**src/hw/rtl/rme_pkg.sv**
```systemverilog
// ----------------------------------------------------------------------------
// rme_pkg
// Shared types and constants for the modular exponentiation block.
// ----------------------------------------------------------------------------
`default_nettype none

package rme_pkg;

    localparam int DEF_WIDTH = 16;
    localparam int APB_DW    = 32;
    localparam int APB_AW    = 4;

    // register indexes (paddr[3:2])
    localparam logic [1:0] REG_ENC = 2'd0;
    localparam logic [1:0] REG_DEC = 2'd1;
    localparam logic [1:0] REG_MOD = 2'd2;

    // multiply operations
    localparam logic [1:0] OP_RED = 2'd0;   // message mod n
    localparam logic [1:0] OP_SQR = 2'd1;   // acc * acc
    localparam logic [1:0] OP_MUL = 2'd2;   // acc * base

    typedef struct packed {
        logic       load;
        logic       start;
        logic [1:0] sel;
        logic       shift;
        logic       finish;
    } t_dp_cmd;

    typedef struct packed {
        logic mul_done;
        logic exp_bit;
    } t_dp_stat;

endpackage

`default_nettype wire

```
**src/hw/rtl/rme_datapath.sv**
```systemverilog
// ----------------------------------------------------------------------------
// rme_datapath
// Operand registers and a bit-serial interleaved modular multiplier.
// ----------------------------------------------------------------------------
`default_nettype none

module rme_datapath
    import rme_pkg::*;
#(
    parameter int WIDTH = DEF_WIDTH
) (
    input  wire logic             i_clk,
    input  wire logic             i_rst_n,
    input  wire t_dp_cmd          i_cmd,
    input  wire logic             i_mode,
    input  wire logic [WIDTH-1:0] i_message,
    input  wire logic [WIDTH-1:0] i_enc,
    input  wire logic [WIDTH-1:0] i_dec,
    input  wire logic [WIDTH-1:0] i_modulus,
    output t_dp_stat              o_stat,
    output logic      [WIDTH-1:0] o_value
);

    localparam int CW = $clog2(WIDTH + 1);

    logic [WIDTH-1:0] r_n;
    logic [WIDTH:0]   r_n2;
    logic             r_nz;
    logic [WIDTH-1:0] r_exp;
    logic [WIDTH-1:0] r_base;
    logic [WIDTH-1:0] r_acc;
    logic [WIDTH-1:0] r_a;
    logic [WIDTH-1:0] r_b;
    logic [WIDTH-1:0] r_r;
    logic             r_dest_base;
    logic [CW-1:0]    r_mcnt;
    logic             r_done;
    logic [WIDTH-1:0] r_out;

    logic [WIDTH-1:0] one_in;
    logic [WIDTH-1:0] op_a;
    logic [WIDTH-1:0] op_b;
    logic [WIDTH+1:0] sum;
    logic [WIDTH+1:0] sum_n;
    logic [WIDTH+1:0] sum_n2;
    logic [WIDTH-1:0] n_r;

    assign one_in = {{(WIDTH-1){1'b0}}, (i_modulus != WIDTH'(1))};

    always_comb begin
        case (i_cmd.sel)
            OP_SQR: begin
                op_a = r_acc;
                op_b = r_acc;
            end
            OP_MUL: begin
                op_a = r_base;
                op_b = r_acc;
            end
            default: begin
                op_a = one_in;
                op_b = i_message;
            end
        endcase
    end

    // r < n and a < n, so 2r + a < 3n: at most two subtractions of n
    always_comb begin
        sum    = {r_r, 1'b0} + (r_b[WIDTH-1] ? (WIDTH+2)'(r_a) : '0);
        sum_n  = sum - (WIDTH+2)'(r_n);
        sum_n2 = sum - (WIDTH+2)'(r_n2);
        if (sum >= (WIDTH+2)'(r_n2)) begin
            n_r = sum_n2[WIDTH-1:0];
        end else if (sum >= (WIDTH+2)'(r_n)) begin
            n_r = sum_n[WIDTH-1:0];
        end else begin
            n_r = sum[WIDTH-1:0];
        end
    end

    always_ff @(posedge i_clk) begin
        if (!i_rst_n) begin
            r_mcnt <= '0;
            r_done <= 1'b0;
        end else begin
            r_done <= 1'b0;
            if (i_cmd.start) begin
                r_mcnt <= CW'(WIDTH);
            end else if (r_mcnt != '0) begin
                r_mcnt <= r_mcnt - CW'(1);
                if (r_mcnt == CW'(1)) begin
                    r_done <= 1'b1;
                end
            end
        end
    end

    always_ff @(posedge i_clk) begin
        if (i_cmd.load) begin
            r_n   <= i_modulus;
            r_n2  <= {i_modulus, 1'b0};
            r_nz  <= (i_modulus == '0);
            r_exp <= i_mode ? i_dec : i_enc;
            r_acc <= one_in;
        end else if (i_cmd.shift) begin
            r_exp <= {r_exp[WIDTH-2:0], 1'b0};
        end
        if (i_cmd.start) begin
            r_a         <= op_a;
            r_b         <= op_b;
            r_r         <= '0;
            r_dest_base <= (i_cmd.sel == OP_RED);
        end else if (r_mcnt != '0) begin
            r_r <= n_r;
            r_b <= {r_b[WIDTH-2:0], 1'b0};
            if (r_mcnt == CW'(1)) begin
                if (r_dest_base) begin
                    r_base <= n_r;
                end else begin
                    r_acc <= n_r;
                end
            end
        end
        if (i_cmd.finish) begin
            r_out <= r_nz ? '0 : r_acc;
        end
    end

    assign o_stat.mul_done = r_done;
    assign o_stat.exp_bit  = r_exp[WIDTH-1];
    assign o_value         = r_out;

endmodule

`default_nettype wire

```
**src/hw/rtl/rme_ctrl.sv**
```systemverilog
// ----------------------------------------------------------------------------
// rme_ctrl
// Sequencer for square-and-multiply over the exponent bits, msb first.
// ----------------------------------------------------------------------------
`default_nettype none

module rme_ctrl
    import rme_pkg::*;
#(
    parameter int WIDTH = DEF_WIDTH
) (
    input  wire logic     i_clk,
    input  wire logic     i_rst_n,
    input  wire logic     i_in_valid,
    output logic          o_in_ready,
    output logic          o_out_valid,
    input  wire logic     i_out_ready,
    input  wire t_dp_stat i_stat,
    output t_dp_cmd       o_cmd
);

    localparam int BW = $clog2(WIDTH);

    localparam logic [2:0] S_IDLE = 3'd0;
    localparam logic [2:0] S_RED  = 3'd1;
    localparam logic [2:0] S_SQR  = 3'd2;
    localparam logic [2:0] S_MUL  = 3'd3;
    localparam logic [2:0] S_DONE = 3'd4;

    logic [2:0]    r_state;
    logic [2:0]    n_state;
    logic [BW-1:0] r_bit;
    logic [BW-1:0] n_bit;
    logic          r_out_valid;
    logic          n_out_valid;
    t_dp_cmd       cmd;

    always_comb begin
        n_state     = r_state;
        n_bit       = r_bit;
        cmd         = '0;
        cmd.sel     = OP_SQR;
        unique case (r_state)
            S_IDLE: begin
                if (i_in_valid) begin
                    cmd.load  = 1'b1;
                    cmd.start = 1'b1;
                    cmd.sel   = OP_RED;
                    n_bit     = BW'(WIDTH - 1);
                    n_state   = S_RED;
                end
            end
            S_RED: begin
                if (i_stat.mul_done) begin
                    cmd.start = 1'b1;
                    n_state   = S_SQR;
                end
            end
            S_SQR, S_MUL: begin
                if (i_stat.mul_done) begin
                    if (r_state == S_SQR && i_stat.exp_bit) begin
                        cmd.start = 1'b1;
                        cmd.sel   = OP_MUL;
                        n_state   = S_MUL;
                    end else if (r_bit == '0) begin
                        n_state = S_DONE;
                    end else begin
                        // next exponent bit
                        cmd.shift = 1'b1;
                        cmd.start = 1'b1;
                        n_bit     = r_bit - BW'(1);
                        n_state   = S_SQR;
                    end
                end
            end
            S_DONE: begin
                if (!r_out_valid || i_out_ready) begin
                    cmd.finish = 1'b1;
                    n_state    = S_IDLE;
                end
            end
            default: begin
                n_state = S_IDLE;
            end
        endcase
    end

    always_comb begin
        n_out_valid = r_out_valid;
        if (cmd.finish) begin
            n_out_valid = 1'b1;
        end else if (i_out_ready) begin
            n_out_valid = 1'b0;
        end
    end

    always_ff @(posedge i_clk) begin
        if (!i_rst_n) begin
            r_state     <= S_IDLE;
            r_bit       <= '0;
            r_out_valid <= 1'b0;
        end else begin
            r_state     <= n_state;
            r_bit       <= n_bit;
            r_out_valid <= n_out_valid;
        end
    end

    assign o_in_ready  = (r_state == S_IDLE);
    assign o_out_valid = r_out_valid;
    assign o_cmd       = cmd;

endmodule

`default_nettype wire

```
**src/hw/rtl/rsa_modular_exponentiation.sv**
```systemverilog
// ----------------------------------------------------------------------------
// rsa_modular_exponentiation
// RSA square-and-multiply modular exponentiation with an APB register port.
// ----------------------------------------------------------------------------
// Each request raises message mod n to the encrypt (tuser 0) or decrypt
// (tuser 1) exponent modulo the modulus register and returns one result.
// One modular multiply runs bit-serially; the run time of a request grows
// with the number of set exponent bits and is set by the serial multiplier
// that all squares and multiplies share. A modulus of zero or one yields 0.
// A new request is taken while a finished result still waits on the output.
`default_nettype none

module rsa_modular_exponentiation
    import rme_pkg::*;
#(
    parameter  int WIDTH   = DEF_WIDTH,
    localparam int TDATA_W = ((WIDTH + 7) / 8) * 8
) (
    input  wire logic               i_clk,
    input  wire logic               i_rst_n,
    // apb register port
    input  wire logic               psel,
    input  wire logic               penable,
    input  wire logic               pwrite,
    input  wire logic [APB_AW-1:0]  paddr,
    input  wire logic [APB_DW-1:0]  pwdata,
    output logic      [APB_DW-1:0]  prdata,
    output logic                    pready,
    // request stream
    input  wire logic               i_s_axis_tvalid,
    output logic                    o_s_axis_tready,
    input  wire logic [TDATA_W-1:0] i_s_axis_tdata,  // [WIDTH-1:0] message
    input  wire logic               i_s_axis_tuser,  // [0] mode
    // result stream
    output logic                    o_m_axis_tvalid,
    input  wire logic               i_m_axis_tready,
    output logic      [TDATA_W-1:0] o_m_axis_tdata   // [WIDTH-1:0] value
);

    logic [WIDTH-1:0] r_enc;
    logic [WIDTH-1:0] r_dec;
    logic [WIDTH-1:0] r_mod;
    logic             cfg_wr;
    t_dp_cmd          cmd;
    t_dp_stat         stat;
    logic [WIDTH-1:0] value;

    assign pready = 1'b1;
    assign cfg_wr = psel && penable && pwrite && pready;

    always_ff @(posedge i_clk) begin
        if (!i_rst_n) begin
            r_enc <= WIDTH'(1);
            r_dec <= WIDTH'(1);
            r_mod <= WIDTH'(1);
        end else if (cfg_wr) begin
            unique case (paddr[3:2])
                REG_ENC: r_enc <= pwdata[WIDTH-1:0];
                REG_DEC: r_dec <= pwdata[WIDTH-1:0];
                REG_MOD: r_mod <= pwdata[WIDTH-1:0];
                default: ;
            endcase
        end
    end

    always_comb begin
        unique case (paddr[3:2])
            REG_ENC: prdata = APB_DW'(r_enc);
            REG_DEC: prdata = APB_DW'(r_dec);
            REG_MOD: prdata = APB_DW'(r_mod);
            default: prdata = '0;
        endcase
    end

    rme_ctrl #(
        .WIDTH (WIDTH)
    ) u_ctrl (
        .i_clk       (i_clk),
        .i_rst_n     (i_rst_n),
        .i_in_valid  (i_s_axis_tvalid),
        .o_in_ready  (o_s_axis_tready),
        .o_out_valid (o_m_axis_tvalid),
        .i_out_ready (i_m_axis_tready),
        .i_stat      (stat),
        .o_cmd       (cmd)
    );

    rme_datapath #(
        .WIDTH (WIDTH)
    ) u_datapath (
        .i_clk     (i_clk),
        .i_rst_n   (i_rst_n),
        .i_cmd     (cmd),
        .i_mode    (i_s_axis_tuser),
        .i_message (i_s_axis_tdata[WIDTH-1:0]),
        .i_enc     (r_enc),
        .i_dec     (r_dec),
        .i_modulus (r_mod),
        .o_stat    (stat),
        .o_value   (value)
    );

    assign o_m_axis_tdata = TDATA_W'(value);

    // busy right after a request is taken
    a_busy_after_accept: assert property (@(posedge i_clk) disable iff (!i_rst_n)
        (i_s_axis_tvalid && o_s_axis_tready) |=> !o_s_axis_tready)
        else $error("request taken while previous one still in progress");

    // a new result never overwrites one that is still waiting
    a_no_overwrite: assert property (@(posedge i_clk) disable iff (!i_rst_n)
        cmd.finish |-> (!o_m_axis_tvalid || i_m_axis_tready))
        else $error("result register overwritten");

    // multiplier only completes while a request is in progress
    a_done_when_busy: assert property (@(posedge i_clk) disable iff (!i_rst_n)
        stat.mul_done |-> !o_s_axis_tready)
        else $error("multiply completed while idle");

    // a multiply is launched only on a multiplier completion or a new request
    a_start_cause: assert property (@(posedge i_clk) disable iff (!i_rst_n)
        cmd.start |-> (stat.mul_done || cmd.load))
        else $error("multiply started without cause");

endmodule

`default_nettype wire

```
**config.mk**
```make
export PLATFORM = sky130hd
export DESIGN_NAME = rsa_modular_exponentiation
export DESIGN_NICKNAME = d
export VERILOG_FILES = /design/src/hw/rtl/rme_pkg.sv /design/src/hw/rtl/rme_datapath.sv /design/src/hw/rtl/rme_ctrl.sv /design/src/hw/rtl/rsa_modular_exponentiation.sv
export SDC_FILE = /design/constraint.sdc
export NUM_CORES = 1
export LEC_CHECK = 0
export ABC_AREA = 1
export BUFFER_PORTS_ARGS = -buffer_cell sky130_fd_sc_hd__buf_2
export CORE_AREA = 2 2 140 142
export DETAILED_ROUTE_END_ITERATION = 6
export DIE_AREA = 0 0 142 144
export PLACE_DENSITY = 0.8
export SYNTH_ARGS = -nofsm -noshare
export SYNTH_HDL_FRONTEND = slang
export SYNTH_SLANG_ARGS = --single-unit
```
**constraint.sdc**
```tcl
create_clock -name i_clk -period 6.4 [get_ports i_clk]
set_clock_uncertainty 0.15 [all_clocks]
set_input_delay 1.28 -clock i_clk [delete_from_list [all_inputs] [get_ports i_clk]]
set_output_delay 1.28 -clock i_clk [all_outputs]
set_load 0.01 [all_outputs]
```
==> results_tabular.tex, run 1 <==
\begin{tabular}{lr}
\hline
Metric & Value \\
\hline
\multicolumn{2}{l}{\textbf{Synthesis}} \\
\quad Share of synthesized area spent on multiplexers & 0\% \\
\quad Most common library cells after synthesis & sky130\_fd\_sc\_hd\_\_nand2\_1 (382), sky130\_fd\_sc\_hd\_\_inv\_1 (194), sky130\_fd\_sc\_hd\_\_nor2\_1 (130) \\
\quad Post-synth ARST share & 0\% \\
\quad Top post-synthesis cells by area & sky130\_fd\_sc\_hd\_\_edfxtp\_1 (26\%), sky130\_fd\_sc\_hd\_\_dfxtp\_1 (17\%), sky130\_fd\_sc\_hd\_\_nand2\_1 (13\%) \\
\quad Yosys top cell area share & 26.4\% \\
\quad Count of distinct cell types in the synthesized netlist & 44 \\
\quad Number of warnings issued by yosys & 0 \\
\quad Biggest area consumer among synthesized cells & sky130\_fd\_sc\_hd\_\_edfxtp\_1 \\
\quad Post-synthesis sequential area ratio & 43.2\% \\
\quad Xor and xnor area share after synthesis & 2.43\% \\
\quad Top-count cell post-synth & sky130\_fd\_sc\_hd\_\_nand2\_1 \\
\quad Compound-gate portion of the synthesized area & 11.6\% \\
\quad Main combinational cell family by area after synthesis & simple AND/OR/NAND/NOR gates \\
\quad Synth Area in Simple Gates & 26.3\% \\
\quad Average cell area after synthesis & 7.66 µm² \\
\quad Adder-Cell Fraction of Synth Area & 6.59\% \\
\quad Most instantiated flip-flop cell in the synthesis netlist & sky130\_fd\_sc\_hd\_\_edfxtp\_1 \\
\quad Post-synthesis instance total & 1457 \\
\quad Number of enable flip-flop cells after synthesis & 98 \\
\quad Number of storage elements in the synthesis netlist & 192 \\
\quad Cell Area, Synth & 11200 µm² \\
\multicolumn{2}{l}{\textbf{Clock network}} \\
\quad Resize count post-CTS & 0 \\
\quad Total CTS buffers & 17 \\
\quad Maximum clock insertion buffer count & 2 \\
\quad Post-CTS Setup Repair Bufs & 0 \\
\quad Number of hold buffers added after cts & 0 \\
\quad Clock H-tree levels & 4 \\
\quad Library cell used as clock root buffer & sky130\_fd\_sc\_hd\_\_clkbuf\_16 \\
\quad Clock insertion delay at the later pin of the skew report & 0.44 ns \\
\quad Clock net sink count & 192 \\
\quad Clock-pin transition on the worst setup and hold timing paths & 0.08 ns \\
\quad CTS tree & yes \\
\multicolumn{2}{l}{\textbf{STA}} \\
\quad Headroom to the max-slew limit & 13.8\% \\
\quad Unrepaired setup endpoints after global routing & no \\
\quad Final setup violation count & 0 \\
\quad Transition at the pin with the smallest max-transition slack & 1.29 ns \\
\quad Final period utilization & 77.4\% \\
\quad Peak clock frequency supported by timing & 202 MHz \\
\quad Fin crit period & 4.95 ns \\
\quad Fin Setup TNS & 0 ns \\
\quad Number of max-slew violations in the final report & 0 \\
\quad Final hold viol count & 0 \\
\multicolumn{2}{l}{\textbf{Power and ir drop}} \\
\quad Clock network fraction of design power & 14.6\% \\
\quad Switching power & 3750 µW \\
\quad Overall power after layout & 7600 µW \\
\quad Power density normalized to cell area & 623 nW/µm² \\
\quad Leakage & 0.00577 µW \\
\quad Internal cell power & 3840 µW \\
\quad Peak ir drop on the vdd network & 0.000386 V \\
\quad Sw Ratio & 49.4\% \\
\quad Logic gate share of total power & 60.0\% \\
\quad Reg power frac & 25.4\% \\
\multicolumn{2}{l}{\textbf{Final layout}} \\
\quad Antenna cell count & 0 \\
\quad Sequential cell area & 4820 µm² \\
\quad Multi-input logic area & 5310 µm² \\
\quad Growth of design area from synthesis to finish & 9.29\% \\
\quad Net count of the finished layout & 1624 \\
\quad Proportion of layout cells with a drive suffix above 1 & 9.93\% \\
\quad Fill cells & 1624 \\
\multicolumn{2}{l}{\textbf{Global routing}} \\
\quad Via count of the first global-routing pass & 9180 \\
\quad Wire length of the first global-routing pass & 44.0 mm \\
\quad Maximum number of pins on one net before global-route repair & 56 \\
\quad Remaining global-route overflow & 0 \\
\quad Total track usage & 27.0\% \\
\quad Number of antenna violations at the first check in global routing & 0 \\
\multicolumn{2}{l}{\textbf{Min path}} \\
\quad Destination of the worst hold path & u\_datapath.r\_n[13]\$\_DFFE\_PP\_ \\
\quad Worst hold path class & reg2reg \\
\quad Worst Hold Depth & 0 \\
\quad Source of the worst hold timing path & r\_mod[13]\$\_SDFFE\_PN0P\_ \\
\multicolumn{2}{l}{\textbf{Route}} \\
\quad Count of nets left with antenna violations after detail routing & 0 \\
\quad DRC violations left & 0 \\
\quad Wirelength, routed & 27.3 mm \\
\quad DRC violation total after the first TritonRoute iteration & 728 \\
\quad Drt via density & 5.50 \\
\quad Pre-Repair DR Iteration Count & 5 \\
\quad Via Count & 9677 \\
\quad Wirelength per Cell & 15.5 µm \\
\multicolumn{2}{l}{\textbf{Die}} \\
\quad Die boundary height & 144 µm \\
\quad Die ar. & 20400 µm² \\
\quad Core Footprint & 19100 µm² \\
\quad Chip width & 142 µm \\
\quad Total number of placement rows & 51 \\
\quad Initial standard-cell utilization of the core & 58.5\% \\
\quad Top Ports & 111 \\
\multicolumn{2}{l}{\textbf{Placed design}} \\
\quad \# port buffers & 75 \\
\quad Final Wtd Congestion & 0.963 \\
\quad Half-perimeter wire length of the detailed placement result & 19.7 mm \\
\multicolumn{2}{l}{\textbf{Critical path}} \\
\quad Type of the worst setup path & reg2reg \\
\quad Crit Reg-Reg Startpoint & u\_datapath.r\_b[15]\$\_DFFE\_PP\_ \\
\quad Endpoint of the most critical register-to-register path & u\_datapath.r\_r[15]\$\_SDFFE\_PP0N\_ \\
\quad Setup slack, reg-to-reg & 1.45 ns \\
\quad CP Launch Type & register \\
\quad Worst R2R Path Depth & 25 \\
\quad Critical Path Sink Type & register \\
\quad CP Data Required Time & 6.59 ns \\
\quad Critical path arrival & 5.15 ns \\
\quad Largest fanout on the critical path & 17 \\
\multicolumn{2}{l}{\textbf{Outcome}} \\
\quad Outcome & finished clean \\
\multicolumn{2}{l}{\textbf{Run}} \\
\quad Maximum Capacitance Violations & 0 \\
\hline
\end{tabular}
worst max-delay path, stage by stage, from the launching register on:
cell and delay [ns]:
sky130_fd_sc_hd__edfxtp_1 0.75, sky130_fd_sc_hd__nand2_1 0.11, sky130_fd_sc_hd__inv_1 0.08, sky130_fd_sc_hd__ha_1 0.16
sky130_fd_sc_hd__inv_1 0.05, sky130_fd_sc_hd__fa_1 0.40, sky130_fd_sc_hd__nand3b_1 0.19, sky130_fd_sc_hd__nand2_2 0.13
sky130_fd_sc_hd__nand2_1 0.08, sky130_fd_sc_hd__nand2_2 0.10, sky130_fd_sc_hd__a21oi_1 0.09, sky130_fd_sc_hd__xnor2_1 0.33
sky130_fd_sc_hd__ha_1 0.35, sky130_fd_sc_hd__nand2_1 0.15, sky130_fd_sc_hd__nor2_1 0.08, sky130_fd_sc_hd__nand2_1 0.07
sky130_fd_sc_hd__nor2_1 0.06, sky130_fd_sc_hd__nor2_1 0.10, sky130_fd_sc_hd__nand3_1 0.13, sky130_fd_sc_hd__nor2_4 0.41
sky130_fd_sc_hd__nand2_4 0.25, sky130_fd_sc_hd__nand2_1 0.16, sky130_fd_sc_hd__nand3_1 0.13, sky130_fd_sc_hd__nand2_1 0.17
sky130_fd_sc_hd__nand2_1 0.07, sky130_fd_sc_hd__o21ai_0 0.10
layer usage:
layer  share of wire [%]  track usage [%]  vias up
met5                   0                0        -
met1                  44             35.2     4423
met4                 2.1             10.9        0
met3                 6.0             4.21       52
li1                    -                -     4838
met2                  48             45.2      364
layout by cell type, fill, tap and decap left out, drive strengths merged, types with 10 or more instances in the layout:
master  Yosys  final
a21oi      75     75
a31oi      19     19
and2       11     11
buf        33     79
clkbuf     30     17
conb        2     17
dfxtp      94     94
edfxtp     98     98
ha         54     54
inv       196    202
nand2     392    392
nand3     106    106
nand4      10     10
nor2      137    137
nor3       16     16
o21ai     106    106
o221ai     10     10
xnor2      12     12
xor2       19     19
cell type report:
type / count / share of cell area, %
multi-input combinational: 1020 / 43.5
sequential: 192 / 39.5
inverter: 197 / 6.06
clock buffer: 17 / 3.49
timing repair buffer: 79 / 3.32
tap: 238 / 2.44
clock inverter: 15 / 1.67
through the flow:
step | cell area [µm²] | setup slack [ns] | hold slack [ns] | util, % | std cells
after floorplan | 11200 | 2.65 | 0.258 | - | 1472
after global placement | 11600 | 1.57 | 0.262 | 60.7 | 1726
after detailed placement | 11600 | 1.54 | 0.264 | 60.7 | 1726
after CTS | 12200 | 1.50 | 0.281 | 64.0 | 1758
after global routing | 12200 | 1.08 | 0.299 | 64.0 | 1758
final | 12200 | 1.45 | 0.282 | 64.0 | 1758
sequential cells by signal, summed over array words and instances (netlist names):
name	flops
u_datapath.r_r	16
u_ctrl.r_state	3
u_datapath.r_done	1
u_datapath.r_acc	16
u_datapath.o_value	16
r_mod	16
u_ctrl.o_out_valid	1
u_datapath.r_b	16
u_datapath.r_exp	16
u_ctrl.r_bit	4
u_datapath.r_nz	1
u_datapath.r_n	16
u_datapath.r_mcnt	5
u_datapath.r_a	16
r_dec	16
u_datapath.r_base	16
r_enc	16
u_datapath.r_dest_base	1
how the worst max path moves through the flow:
| stage | startpoint | end | slack (ns) |
|---|---|---|---|
| after floorplan | u_datapath.r_b[15]$_DFFE_PP_ | u_datapath.r_base[13]$_DFFE_PP_ | 2.65 |
| after global placement | u_datapath.r_b[15]$_DFFE_PP_ | u_datapath.r_base[13]$_DFFE_PP_ | 1.57 |
| after detailed placement | u_datapath.r_b[15]$_DFFE_PP_ | u_datapath.r_base[10]$_DFFE_PP_ | 1.54 |
| after CTS | u_datapath.r_b[15]$_DFFE_PP_ | u_datapath.r_base[10]$_DFFE_PP_ | 1.50 |
| after global routing | u_datapath.r_b[15]$_DFFE_PP_ | u_datapath.r_r[15]$_SDFFE_PP0N_ | 1.08 |
| final | u_datapath.r_b[15]$_DFFE_PP_ | u_datapath.r_r[15]$_SDFFE_PP0N_ | 1.45 |
cells by family after synthesis:
logic type               count (synthesis)
AND/OR/NAND/NOR                        684
buffers and inverters                  260
AO/OA/AOI/OAI                          231
flip-flops                             192
adder cells (fa/ha/maj)                 57
XOR/XNOR                                31
other                                    2
power by group through the flow:
stage               Clock (µW)  Combinational [µW]  Sequential (µW)
finish                    1110                4560             1930
global route              1160                5120             1960
global placement             0                4400             1940
detailed placement           0                4470             1950
CTS                       1120                4510             1930
floorplan                    0                3510             1910
(Power assumes the default switching activity.)
==> inputs of run 2 (changes only) <==
- CORE_AREA: 2 2 140 142 -> 2 2 147 149
- DIE_AREA: 0 0 142 144 -> 0 0 149 151
- PLACE_DENSITY: 0.8 -> 0.76
- clock period: 6.4 -> 4 ns (I/O delays scaled with it)
==> run 2 against run 1 <==
The run now ends with DRC, setup timing left. Largest cell class unchanged. Cell area up 13%. Critical path type unchanged. Fmax up 22%. Count of clock-buffer cells in the layout did not move. Highest routed layer unchanged.
==> results_tabular.tex, run 2 (synthesized netlist as in run 1, its figures left out) <==
\begin{tabular}{lr}
\hline
Metric & Value \\
\hline
\multicolumn{2}{l}{\textbf{Final layout}} \\
\quad Top library cells by usage in the layout, fill and taps aside & sky130\_fd\_sc\_hd\_\_nand2\_1 (348), sky130\_fd\_sc\_hd\_\_inv\_1 (188), sky130\_fd\_sc\_hd\_\_nor2\_1 (125), sky130\_fd\_sc\_hd\_\_o21ai\_0 (104), sky130\_fd\_sc\_hd\_\_buf\_4 (99) \\
\quad Proportion of layout cells with a drive suffix above 1 & 22.2\% (+12 points) \\
\quad Net count of the finished layout & 1732 (+6.7\%) \\
\quad Most common library cell in the layout ignoring fill and taps & sky130\_fd\_sc\_hd\_\_nand2\_1 \\
\quad Antenna cell count & 0 (unchanged) \\
\quad Growth of design area from synthesis to finish & 23.2\% \\
\multicolumn{2}{l}{\textbf{Die}} \\
\quad Total number of placement rows & 53 (+3.9\%) \\
\quad Core Footprint & 20800 µm² (+9.1\%) \\
\quad Chip width & 149 µm (+4.9\%) \\
\quad Die boundary height & 151 µm (+4.9\%) \\
\quad Initial standard-cell utilization of the core & 53.6\% (-4.9 points) \\
\quad Top Ports & 111 (unchanged) \\
\quad Die ar. & 22500 µm² (+10\%) \\
\multicolumn{2}{l}{\textbf{Critical path}} \\
\quad Cell repeated most along the worst path & sky130\_fd\_sc\_hd\_\_nand2\_1 \\
\quad Crit Reg-Reg Startpoint & u\_datapath.r\_b[15]\$\_DFFE\_PP\_ \\
\quad Worst R2R Path Depth & 26 (+4.0\%) \\
\quad Slowest cell on crit path & sky130\_fd\_sc\_hd\_\_edfxtp\_1 \\
\quad Launching element of the worst setup path & u\_datapath.r\_b[15]\$\_DFFE\_PP\_ \\
\quad Slowest cell delay on critical path & 0.47 ns (-0.28 ns) \\
\quad Setup slack, reg-to-reg & -0.05 ns (-1.49 ns) \\
\quad Endpoint of the most critical register-to-register path & u\_datapath.r\_acc[11]\$\_DFF\_P\_ \\
\quad Family with the most delay on the worst path & simple AND/OR/NAND/NOR gates \\
\quad Critical Path Sink Type & register \\
\quad CP Data Required Time & 4.19 ns (-2.40 ns) \\
\quad Type of the worst setup path & reg2reg \\
\quad Largest fanout on the critical path & 8 (-9) \\
\quad Critical path arrival & 4.24 ns (-0.91 ns) \\
\quad Worst setup path endpoint & u\_datapath.r\_acc[11]\$\_DFF\_P\_ \\
\quad Crit. path cell count & 26 (+4.0\%) \\
\quad CP Launch Type & register \\
\quad Count of buffer and inverter cells on the critical path & 7 (+5) \\
\multicolumn{2}{l}{\textbf{STA}} \\
\quad Number of max-slew violations in the final report & 0 (unchanged) \\
\quad Unrepaired setup endpoints after global routing & yes \\
\quad WHS & 0.282 ns (-0.0000290 ns) \\
\quad Final worst setup slack & -0.0459 ns (-1.49 ns) \\
\quad Final period utilization & 101\% (+24 points) \\
\quad Fin crit period & 4.05 ns (-0.908 ns) \\
\quad Peak clock frequency supported by timing & 247 MHz (+22\%) \\
\quad Transition at the pin with the smallest max-transition slack & 0.951 ns (-0.335 ns) \\
\quad Headroom to the max-slew limit & 36.4\% (+23 points) \\
\quad Final hold viol count & 0 (unchanged) \\
\quad Final setup violation count & 14 (+14) \\
\multicolumn{2}{l}{\textbf{Global routing}} \\
\quad Via count of the first global-routing pass & 9541 (+3.9\%) \\
\quad Total track usage & 26.1\% (-0.92 points) \\
\quad Number of antenna violations at the first check in global routing & 0 (unchanged) \\
\quad Maximum number of pins on one net before global-route repair & 55 (-1.8\%) \\
\quad Remaining global-route overflow & 0 (unchanged) \\
\quad Wire length of the first global-routing pass & 46.3 mm (+5.2\%) \\
\multicolumn{2}{l}{\textbf{Route}} \\
\quad Wirelength, routed & 30.2 mm (+11\%) \\
\quad Count of nets left with antenna violations after detail routing & 0 (unchanged) \\
\quad Pre-Repair DR Iteration Count & 7 (+2) \\
\quad DRC violation total after the first TritonRoute iteration & 809 (+11\%) \\
\quad Drt via density & 5.40 (-1.9\%) \\
\quad Wirelength per Cell & 15.9 µm (+2.4\%) \\
\quad DRC violations left & 1 (+1) \\
\quad Via Count & 10276 (+6.2\%) \\
\multicolumn{2}{l}{\textbf{Placed design}} \\
\quad \# port buffers & 75 (unchanged) \\
\quad Final Wtd Congestion & 0.948 (-1.6\%) \\
\quad Half-perimeter wire length of the detailed placement result & 21.4 mm (+8.6\%) \\
\multicolumn{2}{l}{\textbf{Clock network}} \\
\quad Clock net sink count & 192 (unchanged) \\
\quad Number of hold buffers added after cts & 0 (unchanged) \\
\quad Clock H-tree levels & 4 (unchanged) \\
\quad Clock insertion delay at the later pin of the skew report & 0.45 ns (about the same) \\
\quad Library cell used as clock root buffer & sky130\_fd\_sc\_hd\_\_clkbuf\_16 \\
\quad Total CTS buffers & 17 (unchanged) \\
\quad Maximum clock insertion buffer count & 2 (unchanged) \\
\quad Clock-pin transition on the worst setup and hold timing paths & 0.08 ns (about the same) \\
\quad CTS tree & yes \\
\multicolumn{2}{l}{\textbf{Run}} \\
\quad Maximum Capacitance Violations & 0 (unchanged) \\
\multicolumn{2}{l}{\textbf{Min path}} \\
\quad Worst hold path class & reg2reg \\
\multicolumn{2}{l}{\textbf{Outcome}} \\
\quad Outcome & complete, but fails checks \\
\quad Failing checks & DRC, setup timing \\
\hline
\end{tabular}
[run 2: cell count changes in the layout (fill, tap and decap cells not counted), moves of 7 or more]
cell and change:
sky130_fd_sc_hd__buf_4 +95, sky130_fd_sc_hd__nand2_1 -34, sky130_fd_sc_hd__nand2_2 +25, sky130_fd_sc_hd__ha_1 -20, sky130_fd_sc_hd__ha_4 +18, sky130_fd_sc_hd__nand3_1 -15, sky130_fd_sc_hd__a21oi_1 -13, sky130_fd_sc_hd__a21oi_2 +13
sky130_fd_sc_hd__nand3_2 +11, sky130_fd_sc_hd__nand2_4 +10, sky130_fd_sc_hd__buf_6 +7
[run 2: area by class of cell]
class / instances / area [µm²]
clock buffer: 17 / 425
multi-input combinational: 1021 / 5920
tap: 275 / 344
clock inverter: 15 / 211
fill: 1729 / 7060
timing repair buffer: 186 / 1290
inverter: 197 / 742
sequential: 192 / 4820
[run 2: how the worst min path moves through the flow]
stage | slack [ns] | from | cells past startpoint | to
floorplan | 0.26 | r_mod[0]$_SDFFE_PN1P_ | 0 | u_datapath.r_n[0]$_DFFE_PP_
global placement | 0.27 | r_mod[15]$_SDFFE_PN0P_ | 0 | u_datapath.r_n[15]$_DFFE_PP_
detailed placement | 0.27 | r_mod[14]$_SDFFE_PN0P_ | 0 | u_datapath.r_n[14]$_DFFE_PP_
CTS | 0.29 | r_mod[14]$_SDFFE_PN0P_ | 0 | u_datapath.r_n[14]$_DFFE_PP_
global route | 0.29 | r_mod[14]$_SDFFE_PN0P_ | 0 | u_datapath.r_n[14]$_DFFE_PP_
finish | 0.28 | r_mod[14]$_SDFFE_PN0P_ | 0 | u_datapath.r_n[14]$_DFFE_PP_
[run 2: repair_timing]
item / in CTS / in global routing
cloned: 2 / 2
setup endpoints to repair: 47 / 48
resized for setup: 19 / 115
buffers inserted: 2 / 8
pin swaps: 5 / 31
[run 2: per-stage QoR]
stage,area [µm²],setup slack [ns],util (%),TNS (ns),std cells
2_1_floorplan,11200,0.249,-,0,1472
3_3_place_gp,12400,-0.0892,59.3,-0.825,1856
3_5_place_dp,12400,-0.125,59.3,-1.77,1856
4_1_cts,13100,-0.0374,62.9,-0.0497,1892
5_1_grt,13800,-0.219,66.1,-7.98,1903
6_report,13800,-0.0459,66.1,-0.214,1903
[run 2: per-layer routing]
metal	GRT usage [%]	wire length [µm]	up-vias
li1	-	-	5056
met1	33.6	12900	4794
met2	45.6	15000	374
met3	3.80	1700	52
met4	7.95	671	0
met5	0	0	-
Power of run 2 is not shown: default switching activity piles up to over one toggle a cycle in this logic, so the estimate is an artifact.
==> inputs of run 3 (changes only) <==
- PLACE_DENSITY: 0.76 -> not set
- PLACE_DENSITY_LB_ADDON: not set -> 0.08
==> run 3 against run 2 <==
The flow finishes with violations (setup timing). First-iteration DRC count is 25% lower. Worst hold slack worse by 0.0027 ns. Core utilization is 2.2 points higher. Register-to-register slack worse by 0.12 ns. Cell count is 0.47% higher. Via count is 1.4% lower. Count of clock-buffer cells in the layout stayed put.
==> results_tabular.tex, run 3 (synthesized netlist as in run 1, its figures left out) <==
\begin{tabular}{lr}
\hline
Metric & Value \\
\hline
\multicolumn{2}{l}{\textbf{Critical path}} \\
\quad Critical Path Sink Type & register \\
\quad Type of the worst setup path & reg2reg \\
\quad CP Launch Type & register \\
\quad Critical path arrival & 4.21 ns (-0.03 ns) \\
\quad CP Data Required Time & 4.04 ns (-0.15 ns) \\
\quad Largest fanout on the critical path & 7 (-1) \\
\multicolumn{2}{l}{\textbf{Clock network}} \\
\quad Maximum clock insertion buffer count & 2 (unchanged) \\
\quad Clock-pin transition on the worst setup and hold timing paths & 0.07 ns (about the same) \\
\quad CTS tree & yes \\
\quad Clock net sink count & 192 (unchanged) \\
\quad Library cell used as clock root buffer & sky130\_fd\_sc\_hd\_\_clkbuf\_16 \\
\quad Clock insertion delay at the later pin of the skew report & 0.44 ns (about the same) \\
\quad Total CTS buffers & 17 (unchanged) \\
\quad Number of hold buffers added after cts & 0 (unchanged) \\
\quad Clock H-tree levels & 4 (unchanged) \\
\multicolumn{2}{l}{\textbf{Die}} \\
\quad Total number of placement rows & 53 (unchanged) \\
\quad Die ar. & 22500 µm² (unchanged) \\
\quad Chip width & 149 µm (unchanged) \\
\quad Core Footprint & 20800 µm² (unchanged) \\
\quad Initial standard-cell utilization of the core & 53.6\% (unchanged) \\
\quad Die boundary height & 151 µm (unchanged) \\
\quad Top Ports & 111 (unchanged) \\
\multicolumn{2}{l}{\textbf{Route}} \\
\quad Count of nets left with antenna violations after detail routing & 0 (unchanged) \\
\quad Via Count & 10133 (-1.4\%) \\
\quad DRC violation total after the first TritonRoute iteration & 609 (-25\%) \\
\quad Drt via density & 5.30 (-1.9\%) \\
\quad DRC violations left & 0 (-1) \\
\quad Wirelength, routed & 30.5 mm (+0.94\%) \\
\quad Wirelength per Cell & 16.0 µm (+0.46\%) \\
\quad Pre-Repair DR Iteration Count & 4 (-3) \\
\multicolumn{2}{l}{\textbf{Final layout}} \\
\quad Top library cells by usage in the layout, fill and taps aside & sky130\_fd\_sc\_hd\_\_nand2\_1 (335), sky130\_fd\_sc\_hd\_\_inv\_1 (188), sky130\_fd\_sc\_hd\_\_nor2\_1 (123), sky130\_fd\_sc\_hd\_\_o21ai\_0 (103), sky130\_fd\_sc\_hd\_\_edfxtp\_1 (98) \\
\quad Proportion of layout cells with a drive suffix above 1 & 25.2\% (+2.9 points) \\
\quad Antenna cell count & 0 (unchanged) \\
\quad Final design area excluding fillers & 14200 µm² (+3.3\%) \\
\quad Fill cells & 1735 (+0.35\%) \\
\quad Most common library cell in the layout ignoring fill and taps & sky130\_fd\_sc\_hd\_\_nand2\_1 \\
\quad Growth of design area from synthesis to finish & 27.3\% \\
\quad Net count of the finished layout & 1741 (+0.52\%) \\
\multicolumn{2}{l}{\textbf{Global routing}} \\
\quad Wire length of the first global-routing pass & 46.2 mm (-0.27\%) \\
\quad Remaining global-route overflow & 0 (unchanged) \\
\quad Number of antenna violations at the first check in global routing & 0 (unchanged) \\
\quad Maximum number of pins on one net before global-route repair & 55 (unchanged) \\
\quad Total track usage & 26.0\% (-0.10 points) \\
\quad Via count of the first global-routing pass & 9285 (-2.7\%) \\
\multicolumn{2}{l}{\textbf{STA}} \\
\quad Fin Setup TNS & -2.87 ns (-2.66 ns) \\
\quad Final hold viol count & 0 (unchanged) \\
\quad Transition at the pin with the smallest max-transition slack & 1.30 ns (+0.350 ns) \\
\quad Headroom to the max-slew limit & 12.8\% (-24 points) \\
\quad Peak clock frequency supported by timing & 240 MHz (-2.8\%) \\
\quad Unrepaired setup endpoints after global routing & yes \\
\quad Final worst setup slack & -0.164 ns (-0.118 ns) \\
\quad Fin crit period & 4.16 ns (+0.118 ns) \\
\quad Number of max-slew violations in the final report & 0 (unchanged) \\
\quad Final setup violation count & 43 (+29) \\
\quad Final period utilization & 104\% (+3.0 points) \\
\multicolumn{2}{l}{\textbf{Placed design}} \\
\quad Final Wtd Congestion & 0.901 (-4.9\%) \\
\quad Setup WS pre-CTS & -0.0913 ns (+0.0340 ns) \\
\quad Post-DP Area & 12400 µm² (about the same) \\
\quad \# port buffers & 75 (unchanged) \\
\quad Half-perimeter wire length of the detailed placement result & 21.6 mm (+0.72\%) \\
\multicolumn{2}{l}{\textbf{Min path}} \\
\quad Worst hold path class & reg2reg \\
\multicolumn{2}{l}{\textbf{Run}} \\
\quad Maximum Capacitance Violations & 0 (unchanged) \\
\multicolumn{2}{l}{\textbf{Outcome}} \\
\quad Failing checks & setup timing \\
\quad Outcome & complete, but fails checks \\
\hline
\end{tabular}
## run 3: final cells by class
| class | count | area, µm² | area share, % |
|---|---|---|---|
| Timing Repair Buffer | 195 | 1450 | 10.2 |
| Multi-Input combinational cell | 1021 | 6220 | 43.7 |
| Inverter | 197 | 744 | 5.24 |
| Tap cell | 275 | 344 | 2.42 |
| Sequential cell | 192 | 4820 | 33.9 |
| Clock buffer | 17 | 425 | 2.99 |
| Clock inverter | 15 | 213 | 1.50 |
## run 3: final timing paths
kind | start | end | depth (start not counted) | slack, ns
worst max-delay path | u_datapath.r_b[15]$_DFFE_PP_ | u_datapath.r_base[0]$_DFFE_PP_ | 25 | -0.16
worst min-delay path | r_mod[12]$_SDFFE_PN0P_ | u_datapath.r_n[12]$_DFFE_PP_ | 0 | 0.28
worst max register to register | u_datapath.r_b[15]$_DFFE_PP_ | u_datapath.r_base[0]$_DFFE_PP_ | 25 | -0.16
worst min register to register | r_mod[12]$_SDFFE_PN0P_ | u_datapath.r_n[12]$_DFFE_PP_ | 0 | 0.28
## run 3: repair_timing
| item | 4_1_cts | 5_1_grt |
|---|---|---|
| pin swaps | 2 | 50 |
| buffers inserted | 2 | 15 |
| endpoints found under the setup margin | 48 | 48 |
| gates cloned | 1 | 4 |
| gates resized for setup | 16 | 193 |
## run 3: metal layers
layer	vias up	global-route usage, %	share of wire, %
li1	5070	-	-
met1	4717	34.8	45
met2	300	44.3	48
met3	46	3.58	4.3
met4	0	7.19	2.6
met5	-	0	0
## run 3: metrics by stage
step / hold slack [ns] / util, % / instances
floorplan: 0.258 / - / 1472
global placement: 0.264 / 59.3 / 1859
detailed placement: 0.263 / 59.3 / 1859
CTS: 0.280 / 62.8 / 1894
global route: 0.287 / 68.3 / 1912
finish: 0.279 / 68.3 / 1912
## run 3: critical path: stages, from the launching register on
cell	delay, ns
sky130_fd_sc_hd__edfxtp_1	0.51
sky130_fd_sc_hd__nand2_1	0.10
sky130_fd_sc_hd__inv_1	0.06
sky130_fd_sc_hd__ha_2	0.17
sky130_fd_sc_hd__inv_2	0.04
sky130_fd_sc_hd__fa_2	0.33
sky130_fd_sc_hd__nand3b_1	0.19
sky130_fd_sc_hd__nand2_2	0.14
sky130_fd_sc_hd__nand2_2	0.08
sky130_fd_sc_hd__nand2_4	0.12
sky130_fd_sc_hd__xor2_4	0.18
sky130_fd_sc_hd__buf_4	0.14
sky130_fd_sc_hd__ha_1	0.24
sky130_fd_sc_hd__nand2_1	0.12
sky130_fd_sc_hd__nor2_1	0.07
sky130_fd_sc_hd__nand2_2	0.07
sky130_fd_sc_hd__nor2_2	0.04
sky130_fd_sc_hd__nor2_1	0.14
sky130_fd_sc_hd__nand3_1	0.15
sky130_fd_sc_hd__nor2_4	0.18
sky130_fd_sc_hd__buf_12	0.13
sky130_fd_sc_hd__nand2_8	0.09
sky130_fd_sc_hd__buf_8	0.17
sky130_fd_sc_hd__nand2_2	0.06
sky130_fd_sc_hd__nand2_2	0.07
sky130_fd_sc_hd__and2_4	0.15
Power of run 3 is left out for the same reason.
